[src/rtl/sfs_pkg.sv]
`default_nettype none
package sfs_pkg;

  localparam int unsigned CoordBitsDef = 16;

  localparam int unsigned CfgIdxW = 3;
  localparam int unsigned CfgDataW = 12;

  localparam logic [CfgIdxW-1:0] REG_FORWARD_SPEED = 3'd0;
  localparam logic [CfgIdxW-1:0] REG_TURN_SPEED    = 3'd1;
  localparam logic [CfgIdxW-1:0] REG_STOP_DISTANCE = 3'd2;
  localparam logic [CfgIdxW-1:0] REG_FRONT_MARGIN  = 3'd3;
  localparam logic [CfgIdxW-1:0] REG_HEADING_TOL   = 3'd4;

  localparam logic [9:0]  FORWARD_SPEED_RST = 10'd200;
  localparam logic [10:0] TURN_SPEED_RST    = 11'd300;
  localparam logic [11:0] STOP_DISTANCE_RST = 12'd500;
  localparam logic [11:0] FRONT_MARGIN_RST  = 12'd400;
  localparam logic [9:0]  HEADING_TOL_RST   = 10'd60;

  localparam logic [1:0] MODE_DETECT  = 2'd0;
  localparam logic [1:0] MODE_TURN    = 2'd1;
  localparam logic [1:0] MODE_ADVANCE = 2'd2;

  localparam int unsigned CordicSteps = 18;
  localparam int unsigned AngW = 25;
  localparam logic signed [AngW-1:0] DEG90_FINE = 25'sd2304000;

  // Result entry: linear speed, angular speed, last flag.
  localparam int unsigned ResW = 23;

  // Arctangent of 2^-i in 1/25600 degree.
  function automatic logic signed [AngW-1:0] atan_fine(input logic [4:0] i);
    logic signed [AngW-1:0] r;
    unique case (i)
      5'd0:  r = 25'sd1152000;
      5'd1:  r = 25'sd680065;
      5'd2:  r = 25'sd359328;
      5'd3:  r = 25'sd182400;
      5'd4:  r = 25'sd91554;
      5'd5:  r = 25'sd45822;
      5'd6:  r = 25'sd22916;
      5'd7:  r = 25'sd11459;
      5'd8:  r = 25'sd5730;
      5'd9:  r = 25'sd2865;
      5'd10: r = 25'sd1432;
      5'd11: r = 25'sd716;
      5'd12: r = 25'sd358;
      5'd13: r = 25'sd179;
      5'd14: r = 25'sd90;
      5'd15: r = 25'sd45;
      5'd16: r = 25'sd22;
      5'd17: r = 25'sd11;
      default: r = 25'sd0;
    endcase
    return r;
  endfunction

endpackage
`default_nettype wire

[src/rtl/scan_free_space_steer_unit.sv]
`default_nettype none
// Channel   Direction  Handshake             Content
// points    in         push / full           point_x/y/z, scan_end, heading
// commands  out        empty / pop           linear_speed, angular_speed, last_command
// config    in         cfg_valid / cfg_ready register index and write data
//
// The front takes one point per cycle. A scan end is queued for the back, which in detect
// mode runs 18 arctangent iterations of one shared shift-add unit, then angle, quotient,
// target and decision steps (the iterations are skipped when the far point lies on an
// axis), and only the decision step in turn or advance mode. The input stalls only while a scan
// end sits in the front stage with two more queued. Reset restores the register
// defaults, detect mode and cleared scan trackers; no clearing pass is needed.
module scan_free_space_steer_unit #(
  parameter int unsigned COORD_BITS = sfs_pkg::CoordBitsDef
) (
  input  wire logic                              clk_i,
  input  wire logic                              rst_ni,
  input  wire logic                              push,
  output logic                                   full,
  input  wire logic signed [COORD_BITS-1:0]      point_x_i,
  input  wire logic signed [COORD_BITS-1:0]      point_y_i,
  input  wire logic signed [COORD_BITS-1:0]      point_z_i,
  input  wire logic                              scan_end_i,
  input  wire logic [15:0]                       heading_i,
  output logic                                   empty,
  input  wire logic                              pop,
  output logic [9:0]                             linear_speed_o,
  output logic signed [11:0]                     angular_speed_o,
  output logic                                   last_command_o,
  input  wire logic                              cfg_valid_i,
  output logic                                   cfg_ready_o,
  input  wire logic [sfs_pkg::CfgIdxW-1:0]       cfg_index_i,
  input  wire logic [sfs_pkg::CfgDataW-1:0]      cfg_data_i
);
  import sfs_pkg::*;

  localparam int unsigned JobW = 2 * COORD_BITS + 48;

  logic [9:0]  fwd_q;
  logic [10:0] turn_q;
  logic [11:0] stop_q, margin_q;
  logic [9:0]  tol_q;

  logic            job_push, job_full, job_valid, job_pop;
  logic [JobW-1:0] job_in, job_out;

  assign cfg_ready_o = 1'b1;

  always_ff @(posedge clk_i or negedge rst_ni) begin
    if (!rst_ni) begin
      fwd_q    <= FORWARD_SPEED_RST;
      turn_q   <= TURN_SPEED_RST;
      stop_q   <= STOP_DISTANCE_RST;
      margin_q <= FRONT_MARGIN_RST;
      tol_q    <= HEADING_TOL_RST;
    end else if (cfg_valid_i) begin
      unique case (cfg_index_i)
        REG_FORWARD_SPEED: fwd_q    <= cfg_data_i[9:0];
        REG_TURN_SPEED:    turn_q   <= cfg_data_i[10:0];
        REG_STOP_DISTANCE: stop_q   <= cfg_data_i;
        REG_FRONT_MARGIN:  margin_q <= cfg_data_i;
        REG_HEADING_TOL:   tol_q    <= cfg_data_i[9:0];
        default: ;
      endcase
    end
  end

  sfs_front #(.COORD_BITS(COORD_BITS)) u_front (
    .clk_i          (clk_i),
    .rst_ni         (rst_ni),
    .push           (push),
    .full           (full),
    .point_x_i      (point_x_i),
    .point_y_i      (point_y_i),
    .point_z_i      (point_z_i),
    .scan_end_i     (scan_end_i),
    .heading_i      (heading_i),
    .front_margin_i (margin_q),
    .job_push_o     (job_push),
    .job_full_i     (job_full),
    .job_data_o     (job_in)
  );

  sfs_job_queue #(.WIDTH(JobW)) u_queue (
    .clk_i   (clk_i),
    .rst_ni  (rst_ni),
    .push_i  (job_push),
    .full_o  (job_full),
    .data_i  (job_in),
    .valid_o (job_valid),
    .pop_i   (job_pop),
    .data_o  (job_out)
  );

  sfs_back #(.COORD_BITS(COORD_BITS)) u_back (
    .clk_i           (clk_i),
    .rst_ni          (rst_ni),
    .job_valid_i     (job_valid),
    .job_pop_o       (job_pop),
    .job_data_i      (job_out),
    .forward_speed_i (fwd_q),
    .turn_speed_i    (turn_q),
    .stop_distance_i (stop_q),
    .heading_tol_i   (tol_q),
    .empty           (empty),
    .pop             (pop),
    .linear_speed_o  (linear_speed_o),
    .angular_speed_o (angular_speed_o),
    .last_command_o  (last_command_o)
  );

endmodule
`default_nettype wire

[src/rtl/sfs_front.sv]
`default_nettype none
module sfs_front #(
  parameter int unsigned COORD_BITS = sfs_pkg::CoordBitsDef
) (
  input  wire logic                         clk_i,
  input  wire logic                         rst_ni,
  input  wire logic                         push,
  output logic                              full,
  input  wire logic signed [COORD_BITS-1:0] point_x_i,
  input  wire logic signed [COORD_BITS-1:0] point_y_i,
  input  wire logic signed [COORD_BITS-1:0] point_z_i,
  input  wire logic                         scan_end_i,
  input  wire logic [15:0]                  heading_i,
  input  wire logic [11:0]                  front_margin_i,
  output logic                              job_push_o,
  input  wire logic                         job_full_i,
  output logic [2*COORD_BITS+47:0]          job_data_o
);
  import sfs_pkg::*;

  localparam int unsigned C = COORD_BITS;
  localparam int unsigned SqW = 2 * C;
  localparam int unsigned SumW = SqW + 2;
  localparam int unsigned ExtW = (SumW > 33) ? SumW : 33;
  localparam int unsigned CmpW = ((C > 12) ? C : 12) + 1;

  logic                 v_q, v_d, end_q;
  logic signed [C-1:0]  x_q, y_q;
  logic [15:0]          hd_q;
  logic signed [SqW-1:0] sqx_q, sqy_q, sqz_q;
  logic                 adv, acc;
  logic [ExtW-1:0]      sum;
  logic [31:0]          pt_sq;
  logic                 is_front;
  logic [31:0]          far_sq_q, far_sq_d, near_q, near_d;
  logic signed [C-1:0]  far_x_q, far_x_d, far_y_q, far_y_d;

  assign adv  = v_q & ~(end_q & job_full_i);
  assign full = v_q & end_q & job_full_i;
  assign acc  = push & ~full;
  assign v_d  = acc | (v_q & ~adv);

  always_ff @(posedge clk_i or negedge rst_ni) begin
    if (!rst_ni) begin
      v_q <= 1'b0;
    end else begin
      v_q <= v_d;
    end
  end

  // First stage squares the coordinates.
  always_ff @(posedge clk_i) begin
    if (acc) begin
      end_q <= scan_end_i;
      x_q   <= point_x_i;
      y_q   <= point_y_i;
      hd_q  <= heading_i;
      sqx_q <= point_x_i * point_x_i;
      sqy_q <= point_y_i * point_y_i;
      sqz_q <= point_z_i * point_z_i;
    end
  end

  always_comb begin
    sum = ExtW'(unsigned'(sqx_q)) + ExtW'(unsigned'(sqy_q)) + ExtW'(unsigned'(sqz_q));
    pt_sq = (|sum[ExtW-1:32]) ? 32'hFFFF_FFFF : sum[31:0];
    is_front = $signed({{(CmpW-C){x_q[C-1]}}, x_q}) >
               $signed({{(CmpW-12){1'b0}}, front_margin_i});
    far_sq_d = far_sq_q;
    far_x_d  = far_x_q;
    far_y_d  = far_y_q;
    near_d   = near_q;
    if (pt_sq > far_sq_q) begin
      far_sq_d = pt_sq;
      far_x_d  = x_q;
      far_y_d  = y_q;
    end
    if (is_front && pt_sq < near_q) begin
      near_d = pt_sq;
    end
  end

  assign job_push_o = adv & end_q;
  assign job_data_o = {far_x_d, far_y_d, near_d, hd_q};

  always_ff @(posedge clk_i or negedge rst_ni) begin
    if (!rst_ni) begin
      far_sq_q <= '0;
      far_x_q  <= '0;
      far_y_q  <= '0;
      near_q   <= 32'hFFFF_FFFF;
    end else if (adv) begin
      if (end_q) begin
        far_sq_q <= '0;
        far_x_q  <= '0;
        far_y_q  <= '0;
        near_q   <= 32'hFFFF_FFFF;
      end else begin
        far_sq_q <= far_sq_d;
        far_x_q  <= far_x_d;
        far_y_q  <= far_y_d;
        near_q   <= near_d;
      end
    end
  end

endmodule
`default_nettype wire

[src/rtl/sfs_job_queue.sv]
`default_nettype none
module sfs_job_queue #(
  parameter int unsigned WIDTH = 80
) (
  input  wire logic             clk_i,
  input  wire logic             rst_ni,
  input  wire logic             push_i,
  output logic                  full_o,
  input  wire logic [WIDTH-1:0] data_i,
  output logic                  valid_o,
  input  wire logic             pop_i,
  output logic [WIDTH-1:0]      data_o
);
  logic [WIDTH-1:0] mem_q [2];
  logic             wp_q, rp_q;
  logic [1:0]       cnt_q;
  logic             do_push, do_pop;

  assign full_o  = (cnt_q == 2'd2);
  assign valid_o = (cnt_q != 2'd0);
  assign do_push = push_i & ~full_o;
  assign do_pop  = pop_i & valid_o;
  assign data_o  = mem_q[rp_q];

  always_ff @(posedge clk_i or negedge rst_ni) begin
    if (!rst_ni) begin
      wp_q  <= 1'b0;
      rp_q  <= 1'b0;
      cnt_q <= 2'd0;
    end else begin
      if (do_push) wp_q <= ~wp_q;
      if (do_pop) rp_q <= ~rp_q;
      cnt_q <= cnt_q + 2'(do_push) - 2'(do_pop);
    end
  end

  always_ff @(posedge clk_i) begin
    if (do_push) mem_q[wp_q] <= data_i;
  end

endmodule
`default_nettype wire

[src/rtl/sfs_back.sv]
`default_nettype none
module sfs_back #(
  parameter int unsigned COORD_BITS = sfs_pkg::CoordBitsDef
) (
  input  wire logic                       clk_i,
  input  wire logic                       rst_ni,
  input  wire logic                       job_valid_i,
  output logic                            job_pop_o,
  input  wire logic [2*COORD_BITS+47:0]   job_data_i,
  input  wire logic [9:0]                 forward_speed_i,
  input  wire logic [10:0]                turn_speed_i,
  input  wire logic [11:0]                stop_distance_i,
  input  wire logic [9:0]                 heading_tol_i,
  output logic                            empty,
  input  wire logic                       pop,
  output logic [9:0]                      linear_speed_o,
  output logic signed [11:0]              angular_speed_o,
  output logic                            last_command_o
);
  import sfs_pkg::*;

  localparam int unsigned C = COORD_BITS;
  localparam int unsigned CW = C + 26;
  localparam logic [2:0] ST_IDLE = 3'd0;
  localparam logic [2:0] ST_CORD = 3'd1;
  localparam logic [2:0] ST_ANG  = 3'd2;
  localparam logic [2:0] ST_DIVQ = 3'd3;
  localparam logic [2:0] ST_TGT  = 3'd4;
  localparam logic [2:0] ST_DEC  = 3'd5;
  // ceil(2^24 / 100); exact for the sums that occur here.
  localparam logic [17:0] RECIP100 = 18'd167773;

  logic [2:0]            st_q;
  logic [1:0]            mode_q;
  logic [15:0]           target_q;
  logic signed [C-1:0]   jx_q, jy_q;
  logic [31:0]           near_q;
  logic [15:0]           hd_q;
  logic signed [CW-1:0]  cx_q, cy_q;
  logic signed [AngW-1:0] z_q;
  logic [4:0]            step_q;
  logic                  spec_q, ay0_q;
  logic [17:0]           s_q;
  logic [11:0]           q_q;

  logic signed [C-1:0]   nx, ny;
  logic [C-1:0]          ax, ay;
  logic signed [CW-1:0]  shx, shy, negy;
  logic signed [AngW-1:0] zc, f;
  logic [16:0]           a;
  logic [35:0]           prod;
  logic [11:0]           deg;
  logic signed [17:0]    diff;
  logic [16:0]           mag;
  logic                  left;
  logic [23:0]           lim;
  logic                  start;

  // Output queue of four entries, written with up to two entries at a time.
  logic [ResW-1:0]       oq_q [4];
  logic [1:0]            owp_q, orp_q;
  logic [2:0]            ocnt_q;
  logic [1:0]            wr_n;
  logic [ResW-1:0]       wr0, wr1;
  logic                  do_pop;

  assign nx = job_data_i[2*C+47:C+48];
  assign ny = job_data_i[C+47:48];
  assign ax = nx[C-1] ? C'(-nx) : C'(nx);
  assign ay = ny[C-1] ? C'(-ny) : C'(ny);
  assign start = (st_q == ST_IDLE) & job_valid_i & (ocnt_q <= 3'd2);
  assign job_pop_o = start;

  always_comb begin
    shx  = cx_q >>> step_q;
    negy = -cy_q;
    shy  = cy_q[CW-1] ? -(negy >>> step_q) : (cy_q >>> step_q);
  end

  always_comb begin
    if (spec_q) begin
      zc = ay0_q ? '0 : DEG90_FINE;
    end else if (z_q < 0) begin
      zc = '0;
    end else if (z_q > DEG90_FINE) begin
      zc = DEG90_FINE;
    end else begin
      zc = z_q;
    end
    if (!jx_q[C-1] && !jy_q[C-1]) f = zc;
    else if (jx_q[C-1] && !jy_q[C-1]) f = AngW'(2 * DEG90_FINE - zc);
    else if (jx_q[C-1]) f = AngW'(2 * DEG90_FINE + zc);
    else f = AngW'(4 * DEG90_FINE - zc);
    a = 17'(f >>> 8);
    if (a >= 17'd36000) a = a - 17'd36000;
    prod = 36'(s_q) * 36'(RECIP100);
    if (q_q >= 12'd720) deg = q_q - 12'd720;
    else if (q_q >= 12'd360) deg = q_q - 12'd360;
    else deg = q_q;
    diff = $signed({2'b00, target_q}) - $signed({2'b00, hd_q});
    mag  = diff[17] ? 17'(-diff) : 17'(diff);
    left = (mag < 17'd18000) ? (diff > 0) : (diff <= 0);
    lim  = 24'(stop_distance_i) * 24'(stop_distance_i);
  end

  // Decision: at most two results per scan end.
  always_comb begin
    wr_n = 2'd0;
    wr0  = '0;
    wr1  = '0;
    if (st_q == ST_DEC) begin
      if (mode_q == MODE_TURN) begin
        if (mag > 17'(heading_tol_i)) begin
          wr_n = 2'd1;
          wr0  = {10'd0, left ? {1'b0, turn_speed_i} : 12'(-{1'b0, turn_speed_i}), 1'b1};
        end else begin
          wr_n = 2'd2;
          wr0  = {10'd0, 12'd0, 1'b0};
          wr1  = (32'(near_q) < 32'(lim)) ? {10'd0, 12'd0, 1'b1}
                                          : {forward_speed_i, 12'd0, 1'b1};
        end
      end else begin
        wr_n = 2'd1;
        wr0  = (near_q < 32'(lim)) ? {10'd0, 12'd0, 1'b1}
                                   : {forward_speed_i, 12'd0, 1'b1};
      end
    end
  end

  always_ff @(posedge clk_i or negedge rst_ni) begin
    if (!rst_ni) begin
      st_q     <= ST_IDLE;
      mode_q   <= MODE_DETECT;
      target_q <= '0;
    end else begin
      unique case (st_q)
        ST_IDLE: if (start) st_q <= (mode_q == MODE_DETECT) ?
                     ((ax == '0 || ay == '0) ? ST_ANG : ST_CORD) : ST_DEC;
        ST_CORD: if (step_q == 5'(CordicSteps - 1)) st_q <= ST_ANG;
        ST_ANG:  st_q <= ST_DIVQ;
        ST_DIVQ: st_q <= ST_TGT;
        ST_TGT: begin
          st_q     <= ST_DEC;
          target_q <= 16'(deg) * 16'd100;
          mode_q   <= MODE_TURN;
        end
        ST_DEC: begin
          st_q <= ST_IDLE;
          if (mode_q == MODE_TURN) begin
            if (!(mag > 17'(heading_tol_i))) begin
              mode_q <= (near_q < 32'(lim)) ? MODE_DETECT : MODE_ADVANCE;
            end
          end else if (near_q < 32'(lim)) begin
            mode_q <= MODE_DETECT;
          end
        end
        default: st_q <= ST_IDLE;
      endcase
    end
  end

  always_ff @(posedge clk_i) begin
    if (start) begin
      jx_q   <= nx;
      jy_q   <= ny;
      near_q <= job_data_i[47:16];
      hd_q   <= job_data_i[15:0];
      cx_q   <= CW'(ax) <<< 24;
      cy_q   <= CW'(ay) <<< 24;
      z_q    <= '0;
      step_q <= '0;
      spec_q <= (ax == '0) || (ay == '0);
      ay0_q  <= (ay == '0);
    end else if (st_q == ST_CORD) begin
      step_q <= step_q + 5'd1;
      if (!cy_q[CW-1]) begin
        cx_q <= cx_q + shy;
        cy_q <= cy_q - shx;
        z_q  <= z_q + atan_fine(step_q);
      end else begin
        cx_q <= cx_q - shy;
        cy_q <= cy_q + shx;
        z_q  <= z_q - atan_fine(step_q);
      end
    end
    if (st_q == ST_ANG) s_q <= 18'(a) + 18'(hd_q);
    if (st_q == ST_DIVQ) q_q <= 12'(prod >> 24);
  end

  assign empty  = (ocnt_q == 3'd0);
  assign do_pop = pop & ~empty;
  assign {linear_speed_o, angular_speed_o, last_command_o} = oq_q[orp_q];

  always_ff @(posedge clk_i or negedge rst_ni) begin
    if (!rst_ni) begin
      owp_q  <= '0;
      orp_q  <= '0;
      ocnt_q <= '0;
    end else begin
      owp_q  <= owp_q + wr_n;
      if (do_pop) orp_q <= orp_q + 2'd1;
      ocnt_q <= ocnt_q + 3'(wr_n) - 3'(do_pop);
    end
  end

  always_ff @(posedge clk_i) begin
    if (wr_n != 2'd0) oq_q[owp_q] <= wr0;
    if (wr_n == 2'd2) oq_q[owp_q + 2'd1] <= wr1;
  end

endmodule
`default_nettype wire
[config.mk]
export PLATFORM = sky130hd
export DESIGN_NAME = scan_free_space_steer_unit
export DESIGN_NICKNAME = d
export VERILOG_FILES = /design/src/rtl/sfs_pkg.sv /design/src/rtl/scan_free_space_steer_unit.sv /design/src/rtl/sfs_front.sv /design/src/rtl/sfs_job_queue.sv /design/src/rtl/sfs_back.sv
export SDC_FILE = /design/constraint.sdc
export NUM_CORES = 2
export LEC_CHECK = 0
export BUFFER_PORTS_ARGS = -buffer_cell sky130_fd_sc_hd__buf_2
export CORE_MARGIN = 1.5
export CORE_UTILIZATION = 70
export CTS_CLUSTER_SIZE = 40
export DETAILED_ROUTE_END_ITERATION = 6
export HOLD_SLACK_MARGIN = 0.1
export PLACE_DENSITY = 0.93
export SLEW_MARGIN = 20
export SYNTH_ARGS = -nofsm -noshare
export SYNTH_HDL_FRONTEND = slang
export SYNTH_HIERARCHICAL = 1
export SYNTH_SLANG_ARGS = --single-unit
[constraint.sdc]
create_clock -name clk_i -period 19.01 [get_ports clk_i]
set_clock_uncertainty 0.2 [all_clocks]
set_input_delay 0.9505 -clock clk_i [delete_from_list [all_inputs] [get_ports clk_i]]
set_output_delay 0.9505 -clock clk_i [all_outputs]
set_load 0.01 [all_outputs]
==> tab_implementation.tex <==
\begin{tabular}{lr}
\hline
Metric & Value \\
\hline
\multicolumn{2}{l}{\textbf{Route}} \\
\quad Number of nets with antenna violations after routing & 0 \\
\quad Remaining DRCs & 47 \\
\quad First-pass iteration count of the detailed router & 7 \\
\quad Total via count after detailed routing & 80.54k \\
\quad WL per Instance & 26.19 um \\
\quad Wire length after detailed routing & 305500 um \\
\quad Starting DRC count in detailed routing & 10.68k \\
\quad Routed vias/inst & 6.905 \\
\multicolumn{2}{l}{\textbf{Synthesis}} \\
\quad Summed instance area of the synthesized netlist & 0.09464 mm2 \\
\quad \#FFs+latches synth & 791 \\
\quad Synthesis warning total & 6 \\
\quad Mapped Avg Cell Area & 9.509 um2 \\
\quad Number of distinct library cells after synthesis & 122 \\
\quad Synth Flop Type & edfxtp\_1 \\
\quad Post-synthesis cell count & 9952 \\
\quad Share of synthesized area occupied by flip-flops and latches & 22.61\% \\
\quad Synthesized Nets & 11.82k \\
\quad Ys async rst share & 23.01\% \\
\quad Number of enable flip-flop cells after synthesis & 458 \\
\multicolumn{2}{l}{\textbf{Finish}} \\
\quad Layout Cells excl Fill & 11.66k \\
\quad Count of nets after finishing & 11.69k \\
\quad Area used by multi-input combinational logic & 0.06542 mm2 \\
\quad Area added between synthesis and finish & 4.930\% \\
\quad Area taken by flip-flops and latches & 0.02142 mm2 \\
\quad Ratio of cells with drive above 1 in the final layout & 8.173\% \\
\quad Number of filler instances in the final layout & 8325 \\
\multicolumn{2}{l}{\textbf{Worst setup path}} \\
\quad Kind of launch point of the worst setup path & register \\
\quad Reg-to-reg slack, setup & 7.45 ns \\
\quad Slowest CP cell & nand4\_1 \\
\quad Capturing element type of the critical path & register \\
\quad Largest stage delay on the critical path & 1.02 ns \\
\quad Maximum fanout count along the critical path & 20 \\
\quad Category of the most critical setup path & reg2reg \\
\quad Endpoint required time on the critical path & 19.45 ns \\
\quad WP data arrival & 12.00 ns \\
\multicolumn{2}{l}{\textbf{STA}} \\
\quad Transition time of the tightest slew-check pin & 1.325 ns \\
\quad Fin crit share & 60.81\% \\
\quad Final WS setup & 7.450 ns \\
\quad Tmin final & 11.56 ns \\
\quad Slew Limit Fails & 0 \\
\quad Max\_slew headroom & 11.29\% \\
\quad Number of failing hold endpoints at the final stage & 0 \\
\quad Upper clock frequency limit & 0.08651 GHz \\
\quad Sum Neg Setup Slack & 0 ns \\
\quad Total of endpoints with negative setup slack in the final report & 0 \\
\quad RSZ-0062 raised after global routing & no \\
\multicolumn{2}{l}{\textbf{Global route}} \\
\quad GRT Util Overall & 44.57\% \\
\quad Global-route wire length before repair & 471000 um \\
\quad Pin count of the biggest net entering global routing & 92 \\
\quad Antenna violations before repair & 17 \\
\quad Overflow left after global routing & 0 \\
\quad Number of global-route vias before repair & 83.90k \\
\multicolumn{2}{l}{\textbf{Clock tree}} \\
\quad CTS Hold Bufs & 1 \\
\quad Clock tree from TritonCTS & yes \\
\quad Latest clock arrival within the worst-skew pair & 0.79 ns \\
\quad Number of H-tree levels & 3 \\
\quad Number of buffers inserted during clock tree synthesis & 84 \\
\quad Master cell of the clock root buffer & clkbuf\_16 \\
\quad Setup repair bufs after CTS & 0 \\
\quad Number of sinks on the clock net & 791 \\
\quad Worst-case clock buffer depth & 3 \\
\quad Post-cts gate resize count & 0 \\
\quad Worst-path clk slew & 0.07 ns \\
\multicolumn{2}{l}{\textbf{Hold path}} \\
\quad Worst min-delay path class & in2reg \\
\multicolumn{2}{l}{\textbf{Place}} \\
\quad Hpwl dp & 220500 um \\
\quad Pre-CTS worst setup slack & 7.916 ns \\
\quad Quantity of I/O buffers inserted on ports & 109 \\
\quad Gp weighted congestion & 1.045 \\
\quad Placed Cells incl. Taps & 11.50k \\
\multicolumn{2}{l}{\textbf{Die}} \\
\quad Rows & 134 \\
\quad \# IOs & 111 \\
\quad Effective utilization at floorplan & 70.73\% \\
\quad Die Outline Area & 0.1374 mm2 \\
\quad Die Wd & 370.7 um \\
\quad Height of the chip & 370.7 um \\
\quad Area of the core & 0.1338 mm2 \\
\multicolumn{2}{l}{\textbf{Outcome}} \\
\quad Violated checks & design-rule violations \\
\quad Run status & complete, but fails checks \\
\multicolumn{2}{l}{\textbf{Job}} \\
\quad Maxcap violations & 0 \\
\hline
\end{tabular}
==> metal layers <==
metal | vias up | global-route usage (%) | part of all wire (%)
li1 | 33670 | - | -
met1 | 39010 | 51.90 | 34
met2 | 5969 | 71.96 | 47
met3 | 1878 | 11.61 | 11
met4 | 10 | 31.25 | 8.3
met5 | - | 0.2797 | 0.032
==> flip-flops by register name, summed over array words and instances (netlist names), 30 cells and up, named ones only <==
signal,count
u_front/near_q,32
u_front/sqx_q,30
u_back/oq_q,92
u_back/near_q,32
u_front/sqy_q,30
u_back/cx_q,42
u_front/far_sq_q,32
u_front/sqz_q,31
u_queue/mem_q,160
u_back/cy_q,42
==> synthesized netlist by cell type, types with 130 or more instances <==
library cell	instances	area (um2)
clkbuf_1	305	1145
dfrtp_1	130	3253
fa_1	975	19520
nor3_1	155	775.7
inv_1	1624	6096
nand2_1	768	2883
xnor2_1	340	2978
mux2_4	147	2207
and2_1	265	1658
dfxtp_1	151	3023
o21ai_0	384	1922
nor2_1	556	2087
edfxtp_1	458	13750
xor2_1	154	1349
ha_1	811	10150
nand3_1	167	835.8
a21oi_1	424	2122
a21o_1	171	1284
==> through the flow <==
| step | cell area (um2) | util [%] | hold WS, ns |
|---|---|---|---|
| 2_1_floorplan | 94640 | - | 0.2198 |
| 3_3_place_gp | 96280 | 71.96 | 0.2285 |
| 3_5_place_dp | 96280 | 71.96 | 0.2457 |
| 4_1_cts | 99250 | 74.18 | 0.1386 |
| 5_1_grt | 99280 | 74.20 | 0.1431 |
| 6_report | 99300 | 74.22 | 0.1499 |
==> worst max-delay path, delay by kind of cell (launching register included) <==
kind	cells	cell delay, ns
compound gates	15	4.50
xor+xnor	1	0.16
fa+ha+maj	1	0.37
buf+inv	1	0.20
flops	1	0.42
mux	2	0.32
simple gates	11	5.27
==> cell usage in the layout (no fill, tap or decap), types with 69 or more instances in the layout <==
master	count
buf_4	77
o211ai_1	72
a31oi_1	85
nand2_1	768
nor3_1	154
o21a_1	82
edfxtp_1	458
clkbuf_16	86
xnor2_1	340
inv_1	1622
nand4_1	69
ha_1	811
xor2_1	154
a21o_1	171
mux4_2	95
nor2b_1	70
fa_1	975
dfxtp_1	145
a21oi_1	424
buf_2	108
and2_1	264
o21ai_0	384
nor2_1	552
mux2i_1	88
mux2_4	147
dfrtp_1	128
nor4_1	73
nand3_1	167
==> final cells by class <==
class                      count  area share [%]
sequential                   791           21.57
inverter                    1630           6.161
tap                         1768           2.228
antenna                       10         0.02520
clock inverter                50          0.6691
multi-input combinational   7120           65.88
timing repair buffer         187           1.150
clock buffer                 108           2.316
==> cells by family after synthesis <==
| group | Yosys count | share of synthesized area, % |
|---|---|---|
| DFF | 791 | 22.61 |
| AOI/OAI and AO/OA | 1921 | 13.63 |
| adders and majority gates | 1786 | 31.35 |
| buffers and inverters | 2041 | 8.357 |
| other | 2 | 0.007936 |
| xor gates and xnor gates | 494 | 4.572 |
| and+or+nand+nor | 2530 | 13.27 |
| muxes | 387 | 6.202 |
==> worst paths after layout <==
check / start / depth (start not counted) / end
setup / recovery: u_back/cy_q[6] / 31 / u_back/cx_q[41]
hold / removal: heading_i[11] / 1 / u_front/hd_q[11]
setup reg to reg: u_back/cy_q[6] / 31 / u_back/cx_q[41]
hold reg to reg: u_front/hd_q[14] / 0 / u_queue/mem_q[0][14]
max in group asynchronous: rst_ni / 4 / u_front/far_sq_q[19]
min in group asynchronous: rst_ni / 2 / margin_q[10]
Power is not shown: default switching activity piles up to over one toggle a cycle in this logic, so the estimate is an artifact.
